[src/rtl/core/hoas_pkg.sv]
// hoas_pkg: shared types, codes and constants of the homing oscillating
// axis sequencer. No dependencies; every other file uses it by scoped names.
package hoas_pkg;

	// fixed field widths
	localparam int POS_W = 13;
	localparam int SPD_W = 12;
	localparam int CUR_W = 14;
	localparam int CNT_W = 3;
	localparam int VEL_W = 13;
	localparam int CFG_IDX_W = 3;
	localparam int CFG_DATA_W = 13;
	localparam int IN_TDATA_W = 24;
	localparam int OUT_TDATA_W = 64;
	localparam int OUT_USED_W = 59;

	// parameter defaults
	localparam int POSITION_BITS_DEF = 13;
	localparam int END_STEP_DEF = 500;
	localparam int SPEED_STEP_DEF = 100;

	// register reset values
	localparam logic [POS_W-1:0] END_MIN_RST = 13'd2000;
	localparam logic [POS_W-1:0] END_MAX_RST = 13'd5000;
	localparam logic [SPD_W-1:0] SPD_MIN_RST = 12'd500;
	localparam logic [SPD_W-1:0] SPD_MAX_RST = 12'd1500;
	localparam logic [POS_W-1:0] ORIGIN_RST = 13'd200;
	localparam logic [SPD_W-1:0] HOME_SPD_RST = 12'd1000;
	localparam logic [POS_W-1:0] OC_MA_RST = 13'd800;
	localparam logic [CNT_W-1:0] OC_TRIPS_RST = 3'd4;

	// state reset values
	localparam logic [POS_W-1:0] END_POS_RST = 13'd2000;
	localparam logic [SPD_W-1:0] RUN_SPD_RST = 12'd500;

	typedef enum logic [CFG_IDX_W-1:0] {
		CFG_END_MIN  = 3'd0,
		CFG_END_MAX  = 3'd1,
		CFG_SPD_MIN  = 3'd2,
		CFG_SPD_MAX  = 3'd3,
		CFG_ORIGIN   = 3'd4,
		CFG_HOME_SPD = 3'd5,
		CFG_OC_MA    = 3'd6,
		CFG_OC_TRIPS = 3'd7
	} cfg_idx_t;

	typedef enum logic [2:0] {
		PH_UNHOMED  = 3'd0,
		PH_SEEK_LO  = 3'd1,
		PH_SEEK_UP  = 3'd2,
		PH_HOME_RET = 3'd3,
		PH_READY    = 3'd4,
		PH_FORWARD  = 3'd5,
		PH_BACK     = 3'd6,
		PH_STOP_RET = 3'd7
	} phase_t;

	typedef enum logic [1:0] {
		MODE_STOP = 2'd0,
		MODE_VEL  = 2'd1,
		MODE_MOVE = 2'd2
	} mode_t;

	typedef enum logic [1:0] {
		FLT_NONE  = 2'd0,
		FLT_OC    = 2'd1,
		FLT_LIMIT = 2'd2
	} fault_t;

	typedef struct packed {
		logic [POS_W-1:0] end_min;
		logic [POS_W-1:0] end_max;
		logic [SPD_W-1:0] spd_min;
		logic [SPD_W-1:0] spd_max;
		logic [POS_W-1:0] origin;
		logic [SPD_W-1:0] home_spd;
		logic [POS_W-1:0] oc_ma;
		logic [CNT_W-1:0] oc_trips;
	} cfg_t;

	typedef struct packed {
		phase_t           phase;
		logic             lower_seen;
		logic [CNT_W-1:0] oc_count;
		logic [POS_W-1:0] end_pos;
		logic [SPD_W-1:0] run_speed;
	} seq_state_t;

	typedef struct packed {
		logic                    zero_press;
		logic                    start_press;
		logic                    stop_press;
		logic                    end_up_press;
		logic                    end_down_press;
		logic                    speed_up_press;
		logic                    speed_down_press;
		logic                    lower_switch_hit;
		logic                    upper_switch_hit;
		logic signed [CUR_W-1:0] current_sample;
		logic                    at_target;
	} in_item_t;

	typedef struct packed {
		mode_t                   motion_mode;
		logic signed [VEL_W-1:0] drive_velocity;
		logic [POS_W-1:0]        target_position;
		logic                    zero_position_now;
		phase_t                  state_code;
		fault_t                  fault_code;
		logic [POS_W-1:0]        end_position_now;
		logic [SPD_W-1:0]        run_speed_now;
	} out_item_t;

endpackage

[src/rtl/core/hoas_cfg.sv]
// hoas_cfg: configuration register file, written through the config channel.
// Depends on hoas_pkg.
module hoas_cfg (
	input  logic                                  clk,
	input  logic                                  arst_n,
	input  logic                                  wr_en,
	input  logic [hoas_pkg::CFG_IDX_W-1:0]        wr_index,
	input  logic [hoas_pkg::CFG_DATA_W-1:0]       wr_data,
	output hoas_pkg::cfg_t                        cfg
);

	hoas_pkg::cfg_t cfg_q;

	// one register per index, narrower registers take the low bits
	always_ff @(posedge clk or negedge arst_n) begin
		if (!arst_n) begin
			cfg_q.end_min  <= hoas_pkg::END_MIN_RST;
			cfg_q.end_max  <= hoas_pkg::END_MAX_RST;
			cfg_q.spd_min  <= hoas_pkg::SPD_MIN_RST;
			cfg_q.spd_max  <= hoas_pkg::SPD_MAX_RST;
			cfg_q.origin   <= hoas_pkg::ORIGIN_RST;
			cfg_q.home_spd <= hoas_pkg::HOME_SPD_RST;
			cfg_q.oc_ma    <= hoas_pkg::OC_MA_RST;
			cfg_q.oc_trips <= hoas_pkg::OC_TRIPS_RST;
		end else if (wr_en) begin
			unique case (hoas_pkg::cfg_idx_t'(wr_index))
				hoas_pkg::CFG_END_MIN:  cfg_q.end_min  <= wr_data[hoas_pkg::POS_W-1:0];
				hoas_pkg::CFG_END_MAX:  cfg_q.end_max  <= wr_data[hoas_pkg::POS_W-1:0];
				hoas_pkg::CFG_SPD_MIN:  cfg_q.spd_min  <= wr_data[hoas_pkg::SPD_W-1:0];
				hoas_pkg::CFG_SPD_MAX:  cfg_q.spd_max  <= wr_data[hoas_pkg::SPD_W-1:0];
				hoas_pkg::CFG_ORIGIN:   cfg_q.origin   <= wr_data[hoas_pkg::POS_W-1:0];
				hoas_pkg::CFG_HOME_SPD: cfg_q.home_spd <= wr_data[hoas_pkg::SPD_W-1:0];
				hoas_pkg::CFG_OC_MA:    cfg_q.oc_ma    <= wr_data[hoas_pkg::POS_W-1:0];
				hoas_pkg::CFG_OC_TRIPS: cfg_q.oc_trips <= wr_data[hoas_pkg::CNT_W-1:0];
				default: ;
			endcase
		end
	end

	assign cfg = cfg_q;

endmodule

[src/rtl/core/hoas_step.sv]
// hoas_step: combinational tick logic, sequencer state and one item in,
// next state and one result out. Depends on hoas_pkg.
module hoas_step #(
	parameter int POSITION_BITS = hoas_pkg::POSITION_BITS_DEF,
	parameter int END_STEP      = hoas_pkg::END_STEP_DEF,
	parameter int SPEED_STEP    = hoas_pkg::SPEED_STEP_DEF
) (
	input  hoas_pkg::cfg_t       cfg,
	input  hoas_pkg::seq_state_t cur_st,
	input  hoas_pkg::in_item_t   item,
	output hoas_pkg::seq_state_t nxt_st,
	output hoas_pkg::out_item_t  res
);

	localparam int PW = hoas_pkg::POS_W;
	localparam int SW = hoas_pkg::SPD_W;
	localparam int CW = hoas_pkg::CNT_W;

	function automatic logic [PW-1:0] tgt_mask();
		logic [PW-1:0] m;
		for (int i = 0; i < PW; i++) begin
			m[i] = (i < POSITION_BITS);
		end
		return m;
	endfunction

	localparam logic [PW-1:0] TGT_MASK = tgt_mask();
	localparam logic [PW:0]   END_STEP_X = (PW+1)'(END_STEP);
	localparam logic [SW:0]   SPD_STEP_X = (SW+1)'(SPEED_STEP);

	hoas_pkg::phase_t  ph;
	hoas_pkg::fault_t  fault;
	logic              ls;
	logic [CW-1:0]     cnt;
	logic [CW:0]       cnt_inc;
	logic [PW-1:0]     ep;
	logic [SW-1:0]     rs;
	logic [PW:0]       ep_sum;
	logic [SW:0]       rs_sum;
	logic              zero_now;
	logic              over;

	assign over = item.current_sample > $signed({1'b0, cfg.oc_ma});
	assign cnt_inc = {1'b0, cur_st.oc_count} + (CW+1)'(1);

	// phase transitions, in the order a tick is evaluated
	always_comb begin
		ph       = cur_st.phase;
		ls       = cur_st.lower_seen;
		cnt      = cur_st.oc_count;
		ep       = cur_st.end_pos;
		rs       = cur_st.run_speed;
		fault    = hoas_pkg::FLT_NONE;
		zero_now = 1'b0;
		ep_sum   = '0;
		rs_sum   = '0;

		if (ph == hoas_pkg::PH_UNHOMED && item.zero_press) begin
			ph = hoas_pkg::PH_SEEK_LO;
		end
		if (ph == hoas_pkg::PH_SEEK_LO && item.lower_switch_hit) begin
			zero_now = 1'b1;
			ls       = 1'b1;
			ph       = hoas_pkg::PH_SEEK_UP;
		end

		priority if (ph == hoas_pkg::PH_SEEK_UP && item.upper_switch_hit && ls) begin
			ph = hoas_pkg::PH_HOME_RET;
		end else if (ph == hoas_pkg::PH_HOME_RET && item.at_target) begin
			ph = hoas_pkg::PH_READY;
		end else if (ph == hoas_pkg::PH_READY) begin
			// adjust presses, up clamps to max, down clamps to min
			if (item.end_up_press) begin
				ep_sum = {1'b0, ep} + END_STEP_X;
				ep = (ep_sum > {1'b0, cfg.end_max}) ? cfg.end_max : ep_sum[PW-1:0];
			end
			if (item.end_down_press) begin
				ep_sum = {1'b0, cfg.end_min} + END_STEP_X;
				ep = ({1'b0, ep} < ep_sum) ? cfg.end_min : (ep - END_STEP_X[PW-1:0]);
			end
			if (item.speed_up_press) begin
				rs_sum = {1'b0, rs} + SPD_STEP_X;
				rs = (rs_sum > {1'b0, cfg.spd_max}) ? cfg.spd_max : rs_sum[SW-1:0];
			end
			if (item.speed_down_press) begin
				rs_sum = {1'b0, cfg.spd_min} + SPD_STEP_X;
				rs = ({1'b0, rs} < rs_sum) ? cfg.spd_min : (rs - SPD_STEP_X[SW-1:0]);
			end
			if (item.start_press) begin
				ph = hoas_pkg::PH_FORWARD;
			end
		end else if (ph == hoas_pkg::PH_FORWARD || ph == hoas_pkg::PH_BACK) begin
			// reversal, then over-current, then stop, then limit switches
			if (item.at_target) begin
				ph = (ph == hoas_pkg::PH_FORWARD) ? hoas_pkg::PH_BACK : hoas_pkg::PH_FORWARD;
			end
			if (over) begin
				if (cnt_inc > {1'b0, cfg.oc_trips}) begin
					fault = hoas_pkg::FLT_OC;
					ph    = hoas_pkg::PH_UNHOMED;
					ls    = 1'b0;
					cnt   = '0;
				end else begin
					cnt = cnt_inc[CW-1:0];
				end
			end else begin
				cnt = '0;
			end
			if (fault == hoas_pkg::FLT_NONE) begin
				if (item.stop_press) begin
					ph = hoas_pkg::PH_STOP_RET;
				end else if (item.lower_switch_hit || item.upper_switch_hit) begin
					fault = hoas_pkg::FLT_LIMIT;
					ph    = hoas_pkg::PH_UNHOMED;
					ls    = 1'b0;
					cnt   = '0;
				end
			end
		end else if (ph == hoas_pkg::PH_STOP_RET && item.at_target) begin
			ph = hoas_pkg::PH_READY;
		end else begin
			ph = ph;
		end
	end

	// motion command for the phase after the tick
	always_comb begin
		res.motion_mode     = hoas_pkg::MODE_STOP;
		res.drive_velocity  = '0;
		res.target_position = '0;
		unique case (ph)
			hoas_pkg::PH_SEEK_LO: begin
				res.motion_mode    = hoas_pkg::MODE_VEL;
				res.drive_velocity = -$signed({1'b0, cfg.home_spd});
			end
			hoas_pkg::PH_SEEK_UP: begin
				res.motion_mode    = hoas_pkg::MODE_VEL;
				res.drive_velocity = $signed({1'b0, cfg.home_spd});
			end
			hoas_pkg::PH_HOME_RET, hoas_pkg::PH_STOP_RET: begin
				res.motion_mode     = hoas_pkg::MODE_MOVE;
				res.drive_velocity  = $signed({1'b0, cfg.home_spd});
				res.target_position = cfg.origin & TGT_MASK;
			end
			hoas_pkg::PH_FORWARD: begin
				res.motion_mode     = hoas_pkg::MODE_MOVE;
				res.drive_velocity  = $signed({1'b0, rs});
				res.target_position = ep & TGT_MASK;
			end
			hoas_pkg::PH_BACK: begin
				res.motion_mode     = hoas_pkg::MODE_MOVE;
				res.drive_velocity  = $signed({1'b0, rs});
				res.target_position = cfg.origin & TGT_MASK;
			end
			default: ;
		endcase
		res.zero_position_now = zero_now;
		res.state_code        = ph;
		res.fault_code        = fault;
		res.end_position_now  = ep;
		res.run_speed_now     = rs;
	end

	assign nxt_st.phase      = ph;
	assign nxt_st.lower_seen = ls;
	assign nxt_st.oc_count   = cnt;
	assign nxt_st.end_pos    = ep;
	assign nxt_st.run_speed  = rs;

endmodule

[src/rtl/core/homing_oscillating_axis_sequencer.sv]
// homing_oscillating_axis_sequencer: top level, input register, sequencer
// state, result register. Depends on hoas_pkg, hoas_cfg and hoas_step.
//
//  channel  | direction | handshake              | payload
//  ---------+-----------+------------------------+----------------------------
//  s_axis   | in        | s_axis_tvalid/tready   | s_axis_tdata, one tick
//  m_axis   | out       | m_axis_tvalid/tready   | m_axis_tdata, one result
//  cfg      | in        | cfg_valid/cfg_ready    | cfg_index, cfg_data
//
// One result per tick. A tick is held in the input register, then its result
// is registered in the result register and offered from there; one tick is
// accepted every cycle while the result side keeps up.
// Reset loads the config registers and state with their reset values and clears both valid flags at once.
// A stalled result holds; the input register then fills and tready drops.
// Config writes are always accepted.
module homing_oscillating_axis_sequencer #(
	parameter int POSITION_BITS = hoas_pkg::POSITION_BITS_DEF,
	parameter int END_STEP      = hoas_pkg::END_STEP_DEF,
	parameter int SPEED_STEP    = hoas_pkg::SPEED_STEP_DEF
) (
	input  logic                                 clk,
	input  logic                                 arst_n,
	input  logic                                 s_axis_tvalid,
	output logic                                 s_axis_tready,
	// [0] zero_press [1] start_press [2] stop_press [3] end_up_press
	// [4] end_down_press [5] speed_up_press [6] speed_down_press
	// [7] lower_switch_hit [8] upper_switch_hit [22:9] current_sample
	// [23] at_target
	input  logic [hoas_pkg::IN_TDATA_W-1:0]      s_axis_tdata,
	output logic                                 m_axis_tvalid,
	input  logic                                 m_axis_tready,
	// [1:0] motion_mode [14:2] drive_velocity [27:15] target_position
	// [28] zero_position_now [31:29] state_code [33:32] fault_code
	// [46:34] end_position_now [58:47] run_speed_now [63:59] zero
	output logic [hoas_pkg::OUT_TDATA_W-1:0]     m_axis_tdata,
	input  logic                                 cfg_valid,
	output logic                                 cfg_ready,
	input  logic [hoas_pkg::CFG_IDX_W-1:0]       cfg_index,
	input  logic [hoas_pkg::CFG_DATA_W-1:0]      cfg_data
);

	hoas_pkg::cfg_t       cfg;
	hoas_pkg::seq_state_t st_q;
	hoas_pkg::seq_state_t st_nxt;
	hoas_pkg::in_item_t   item_s1;
	hoas_pkg::in_item_t   item_in;
	hoas_pkg::out_item_t  res;
	hoas_pkg::out_item_t  res_s2;
	logic                 valid_s1;
	logic                 valid_s2;
	logic                 advance;

	assign cfg_ready = 1'b1;

	hoas_cfg u_cfg (
		.clk      (clk),
		.arst_n   (arst_n),
		.wr_en    (cfg_valid),
		.wr_index (cfg_index),
		.wr_data  (cfg_data),
		.cfg      (cfg)
	);

	// unpack the input transfer
	assign item_in.zero_press       = s_axis_tdata[0];
	assign item_in.start_press      = s_axis_tdata[1];
	assign item_in.stop_press       = s_axis_tdata[2];
	assign item_in.end_up_press     = s_axis_tdata[3];
	assign item_in.end_down_press   = s_axis_tdata[4];
	assign item_in.speed_up_press   = s_axis_tdata[5];
	assign item_in.speed_down_press = s_axis_tdata[6];
	assign item_in.lower_switch_hit = s_axis_tdata[7];
	assign item_in.upper_switch_hit = s_axis_tdata[8];
	assign item_in.current_sample   = $signed(s_axis_tdata[22:9]);
	assign item_in.at_target        = s_axis_tdata[23];

	// handshake: the tick moves on when the result register is free or draining
	assign advance       = valid_s1 && (!valid_s2 || m_axis_tready);
	assign s_axis_tready = !valid_s1 || advance;

	always_ff @(posedge clk or negedge arst_n) begin
		if (!arst_n) begin
			valid_s1 <= 1'b0;
		end else if (s_axis_tready) begin
			valid_s1 <= s_axis_tvalid;
		end
	end

	always_ff @(posedge clk) begin
		if (s_axis_tready && s_axis_tvalid) begin
			item_s1 <= item_in;
		end
	end

	hoas_step #(
		.POSITION_BITS (POSITION_BITS),
		.END_STEP      (END_STEP),
		.SPEED_STEP    (SPEED_STEP)
	) u_step (
		.cfg    (cfg),
		.cur_st (st_q),
		.item   (item_s1),
		.nxt_st (st_nxt),
		.res    (res)
	);

	// sequencer state commits with each tick
	always_ff @(posedge clk or negedge arst_n) begin
		if (!arst_n) begin
			st_q.phase      <= hoas_pkg::PH_UNHOMED;
			st_q.lower_seen <= 1'b0;
			st_q.oc_count   <= '0;
			st_q.end_pos    <= hoas_pkg::END_POS_RST;
			st_q.run_speed  <= hoas_pkg::RUN_SPD_RST;
		end else if (advance) begin
			st_q <= st_nxt;
		end
	end

	// result register
	always_ff @(posedge clk or negedge arst_n) begin
		if (!arst_n) begin
			valid_s2 <= 1'b0;
		end else if (advance) begin
			valid_s2 <= 1'b1;
		end else if (m_axis_tready) begin
			valid_s2 <= 1'b0;
		end
	end

	always_ff @(posedge clk) begin
		if (advance) begin
			res_s2 <= res;
		end
	end

	assign m_axis_tvalid = valid_s2;
	assign m_axis_tdata  = {
		{(hoas_pkg::OUT_TDATA_W - hoas_pkg::OUT_USED_W){1'b0}},
		res_s2.run_speed_now,
		res_s2.end_position_now,
		res_s2.fault_code,
		res_s2.state_code,
		res_s2.zero_position_now,
		res_s2.target_position,
		res_s2.drive_velocity,
		res_s2.motion_mode
	};

endmodule

[config.mk]
export PLATFORM = sky130hd
export DESIGN_NAME = homing_oscillating_axis_sequencer
export DESIGN_NICKNAME = d
export VERILOG_FILES = /design/src/rtl/core/hoas_pkg.sv /design/src/rtl/core/hoas_cfg.sv /design/src/rtl/core/hoas_step.sv /design/src/rtl/core/homing_oscillating_axis_sequencer.sv
export SDC_FILE = /design/constraint.sdc
export NUM_CORES = 1
export LEC_CHECK = 0
export BUFFER_PORTS_ARGS = -buffer_cell sky130_fd_sc_hd__buf_2
export CAP_MARGIN = 15
export CORE_UTILIZATION = 46
export CTS_CLUSTER_DIAMETER = 80
export DETAILED_ROUTE_END_ITERATION = 8
export PLACE_DENSITY_LB_ADDON = 0.25
export SETUP_SLACK_MARGIN = 0.2
export SYNTH_ARGS = -nofsm -noshare
export SYNTH_HDL_FRONTEND = slang
export SYNTH_SLANG_ARGS = --single-unit
export TNS_END_PERCENT = 50
[constraint.sdc]
create_clock -name clk -period 15.3 [get_ports clk]
set_input_delay 0.765 -clock clk [delete_from_list [all_inputs] [get_ports clk]]
set_output_delay 0.765 -clock clk [all_outputs]
set_load 0.01 [all_outputs]
==> impl_metrics.py <==
metrics = {
    "clock_tree": {
        "cts_tree": "built",
        "cts-buffers-inserted": 25,
        "post_cts_buffers": 0,
        "insertion_delay_ns": 0.54,
        "clk_path_buf_depth": 3,
        "cts.sinks": 208,
        "ctsHoldBuffers": 0,
        "h-tree-depth": 1,
        "ctsResizeCount": 0,
        "clk_pin_slew_ns": 0.06,
        "cts_root_buf": "clkbuf_16",
    },
    "grt": {
        "use_met1_pct": 37.2,
        "grt_pass1_vias": 9719,
        "top_usage_layer": "met2",
        "grtUsageMet2_pct": 40.7,
        "grt_use_total_pct": 26.1,
        "antenna_found_initial": 1,
        "grt_max_degree": 53,
        "met3_usage_pct": 4.10,
        "gr-total-overflow": 0,
        "grt_pass1_wl_mm": 57.3,
    },
    "outcome": {
        "status": "finished clean",
    },
    "layout": {
        "syn_to_final_growth_pct": 13.1,
        "nets": 1464,
        "layout-drive-gt1-share_pct": 24.4,
        "diodes": 0,
        "fin_cells": 1743,
        "layout_common_cells": "nand2_1, buf_2, mux2_2",
        "layout_commonest_cell": "nand2_1",
        "utilization_pct": 53.5,
        "nFillCells": 2491,
    },
    "die": {
        "die_area_sq_um": 28600,
        "die_h_um": 169,
        "core-area_sq_um": 27200,
        "die_x_um": 169,
        "rows": 60,
        "start_util_pct": 47.3,
        "ioPinCount": 112,
    },
    "detailed_routing": {
        "wl_per_cell_um": 21.2,
        "drtAntennaViolNets": 0,
        "vias": 10300,
        "viasPerCell": 5.92,
        "drc": 0,
        "drtPass1Iterations": 5,
        "routed_wl_mm": 36.9,
        "drt_iter0_markers": 980,
    },
    "place": {
        "place.port_buffers": 105,
        "dp_cells": 1696,
        "dp_hpwl_mm": 26.2,
        "place.gp.congestion": 1.04,
    },
    "yosys": {
        "synth_area_leaders": "edfxtp_1, dfrtp_1, dfstp_2, mux2_2, ha_1",
        "synth_edf_count": 83,
        "avgSynthCellArea_sq_um": 10.1,
        "ys_warn_count": 0,
        "yosysTopAreaCellShare_pct": 19.4,
        "synthesis.area_sq_um": 12800,
        "synth_top_area_cell": "edfxtp_1",
        "synth_ff_type": "edfxtp_1",
        "ys_ff_latch": 208,
        "ys_types": 102,
        "synth_cells": 1275,
        "ys_seq_area_share_pct": 44.2,
        "synthArstFlopShare_pct": 60.1,
    },
    "sta": {
        "period_minus_slack_ns": 6.79,
        "fmax_mhz": 147,
        "finalClockSkew_ns": 0.0112,
        "relSlewSlack_pct": 22.7,
        "tightestPinTransition_ns": 1.15,
        "worst_hold_slack_ns": 0.206,
        "setup_viol": 0,
        "setup-tns-final_ns": 0,
        "finalHoldViolations": 0,
        "min_period_over_period_pct": 44.4,
        "rsz0062_at_grt": "false",
        "slew_viol_final": 0,
    },
    "power": {
        "total_power_w": 0.00325,
        "ir_drop_mv": 0.102,
        "p_leak_nw": 6.01,
        "p_per_area_nw_per_um2": 224,
    },
    "hold_path": {
        "hp-class": "input pin to async pin",
    },
    "setup_path": {
        "startpoint_type": "register",
        "worstPathRequired_ns": 15.56,
        "cp.arrival_ns": 7.05,
        "cp_max_fo": 13,
        "critPathCaptureType": "register",
        "r2r-end": "m_axis_tdata[18]",
        "critical_path_class": "register to register",
        "rrSetupSlack_ns": 8.51,
        "worstReg2RegStart": "st_q[14]",
        "reg2regPathDepth": 20,
    },
    "job": {
        "maxCapViolations": 0,
    },
}
worst max path at each step:
stage	start	end	slack, ns	depth (start not counted)
floorplan	st_q[14]	m_axis_tdata[25]	9.61	23
global placement	st_q[14]	m_axis_tdata[18]	8.10	20
detailed placement	st_q[14]	m_axis_tdata[16]	8.16	20
CTS	st_q[14]	m_axis_tdata[16]	8.12	20
global route	st_q[14]	m_axis_tdata[16]	8.07	20
finish	st_q[14]	m_axis_tdata[18]	8.51	20
where the power goes:
| part | internal [W] | total (W) | switching (W) |
|---|---|---|---|
| registers | 0.000794 | 0.000953 | 0.000159 |
| clock network | 0.000385 | 0.000626 | 0.000241 |
| logic | 0.000639 | 0.00168 | 0.00104 |
through the flow:
| stage | instance area, sq um | worst slack (ns) |
|---|---|---|
| after floorplan | 12900 | 9.61 |
| after global placement | 13700 | 8.10 |
| after detailed placement | 13700 | 8.16 |
| after CTS | 14500 | 8.12 |
| after global routing | 14500 | 8.07 |
| final | 14500 | 8.51 |
per-layer routing:
metal / share of wire (%) / routed length, um / up-vias
met3: 7.2 / 2670 / 71
met5: 0 / 0 / -
li1: - / - / 4857
met2: 45 / 16600 / 381
met4: 3.0 / 1120 / 0
met1: 45 / 16500 / 5015
sequential cells by signal (all words and copies together), names as in the netlist:
| register | count |
|---|---|
| u_cfg.cfg | 91 |
| m_axis_tdata | 59 |
| st_q | 32 |
| item_s1 | 24 |
| m_axis_tvalid | 1 |
| valid_s1 | 1 |
logic make-up after synthesis:
family / Yosys count / synth area share [%]
and+or+nand+nor: 361 / 14.1
AOI/OAI and AO/OA: 346 / 18.4
DFF: 208 / 44.2
buffers and inverters: 146 / 4.75
muxes: 108 / 9.37
adders and majority gates: 67 / 6.52
xor gates and xnor gates: 37 / 2.52
other: 2 / 0.0584
area by class of cell:
type / count / area [sq um] / area share [%]
Clock buffer: 30 / 644 / 4.43
Clock inverter: 16 / 211 / 1.46
Inverter: 72 / 270 / 1.86
Multi-Input combinational cell: 925 / 6610 / 45.5
Sequential cell: 208 / 5680 / 39.1
Tap cell: 372 / 465 / 3.20
Timing Repair Buffer: 120 / 648 / 4.46
synthesized netlist by cell type (12+ instances only):
cell type  count
nand2_1      140
o211ai_1      14
mux2i_1       13
o21ai_0       62
nor2_1        51
nand2b_1      17
a22oi_1       14
xor2_1        13
nor3_1        23
clkbuf_1      48
mux2_2        84
o31ai_1       12
edfxtp_1      83
inv_1         68
xnor2_1       24
a21oi_1       60
nand4_1       16
ha_1          67
nand3_1       30
dfrtp_1       76
o21ai_1       56
dfstp_2       49
critical path: stages (launching register included):
cell and delay [ns]:
dfrtp_1 0.48, ha_1 0.31, or3_4 0.44, or3_1 0.34, o21ai_0 0.32, xnor2_1 0.20, ha_1 0.30, o21ai_1 0.14
nand2b_1 0.07, a31oi_1 0.40, a31oi_2 0.31, nand3b_1 0.25, o211ai_1 0.37, ha_1 0.37, a221oi_1 0.29, o221ai_1 0.18
a221oi_2 0.54, o21a_1 0.47, o21ai_1 0.14, a211oi_1 0.40, o31ai_1 0.17
No activity file was read; power rests on OpenSTA's default activity.
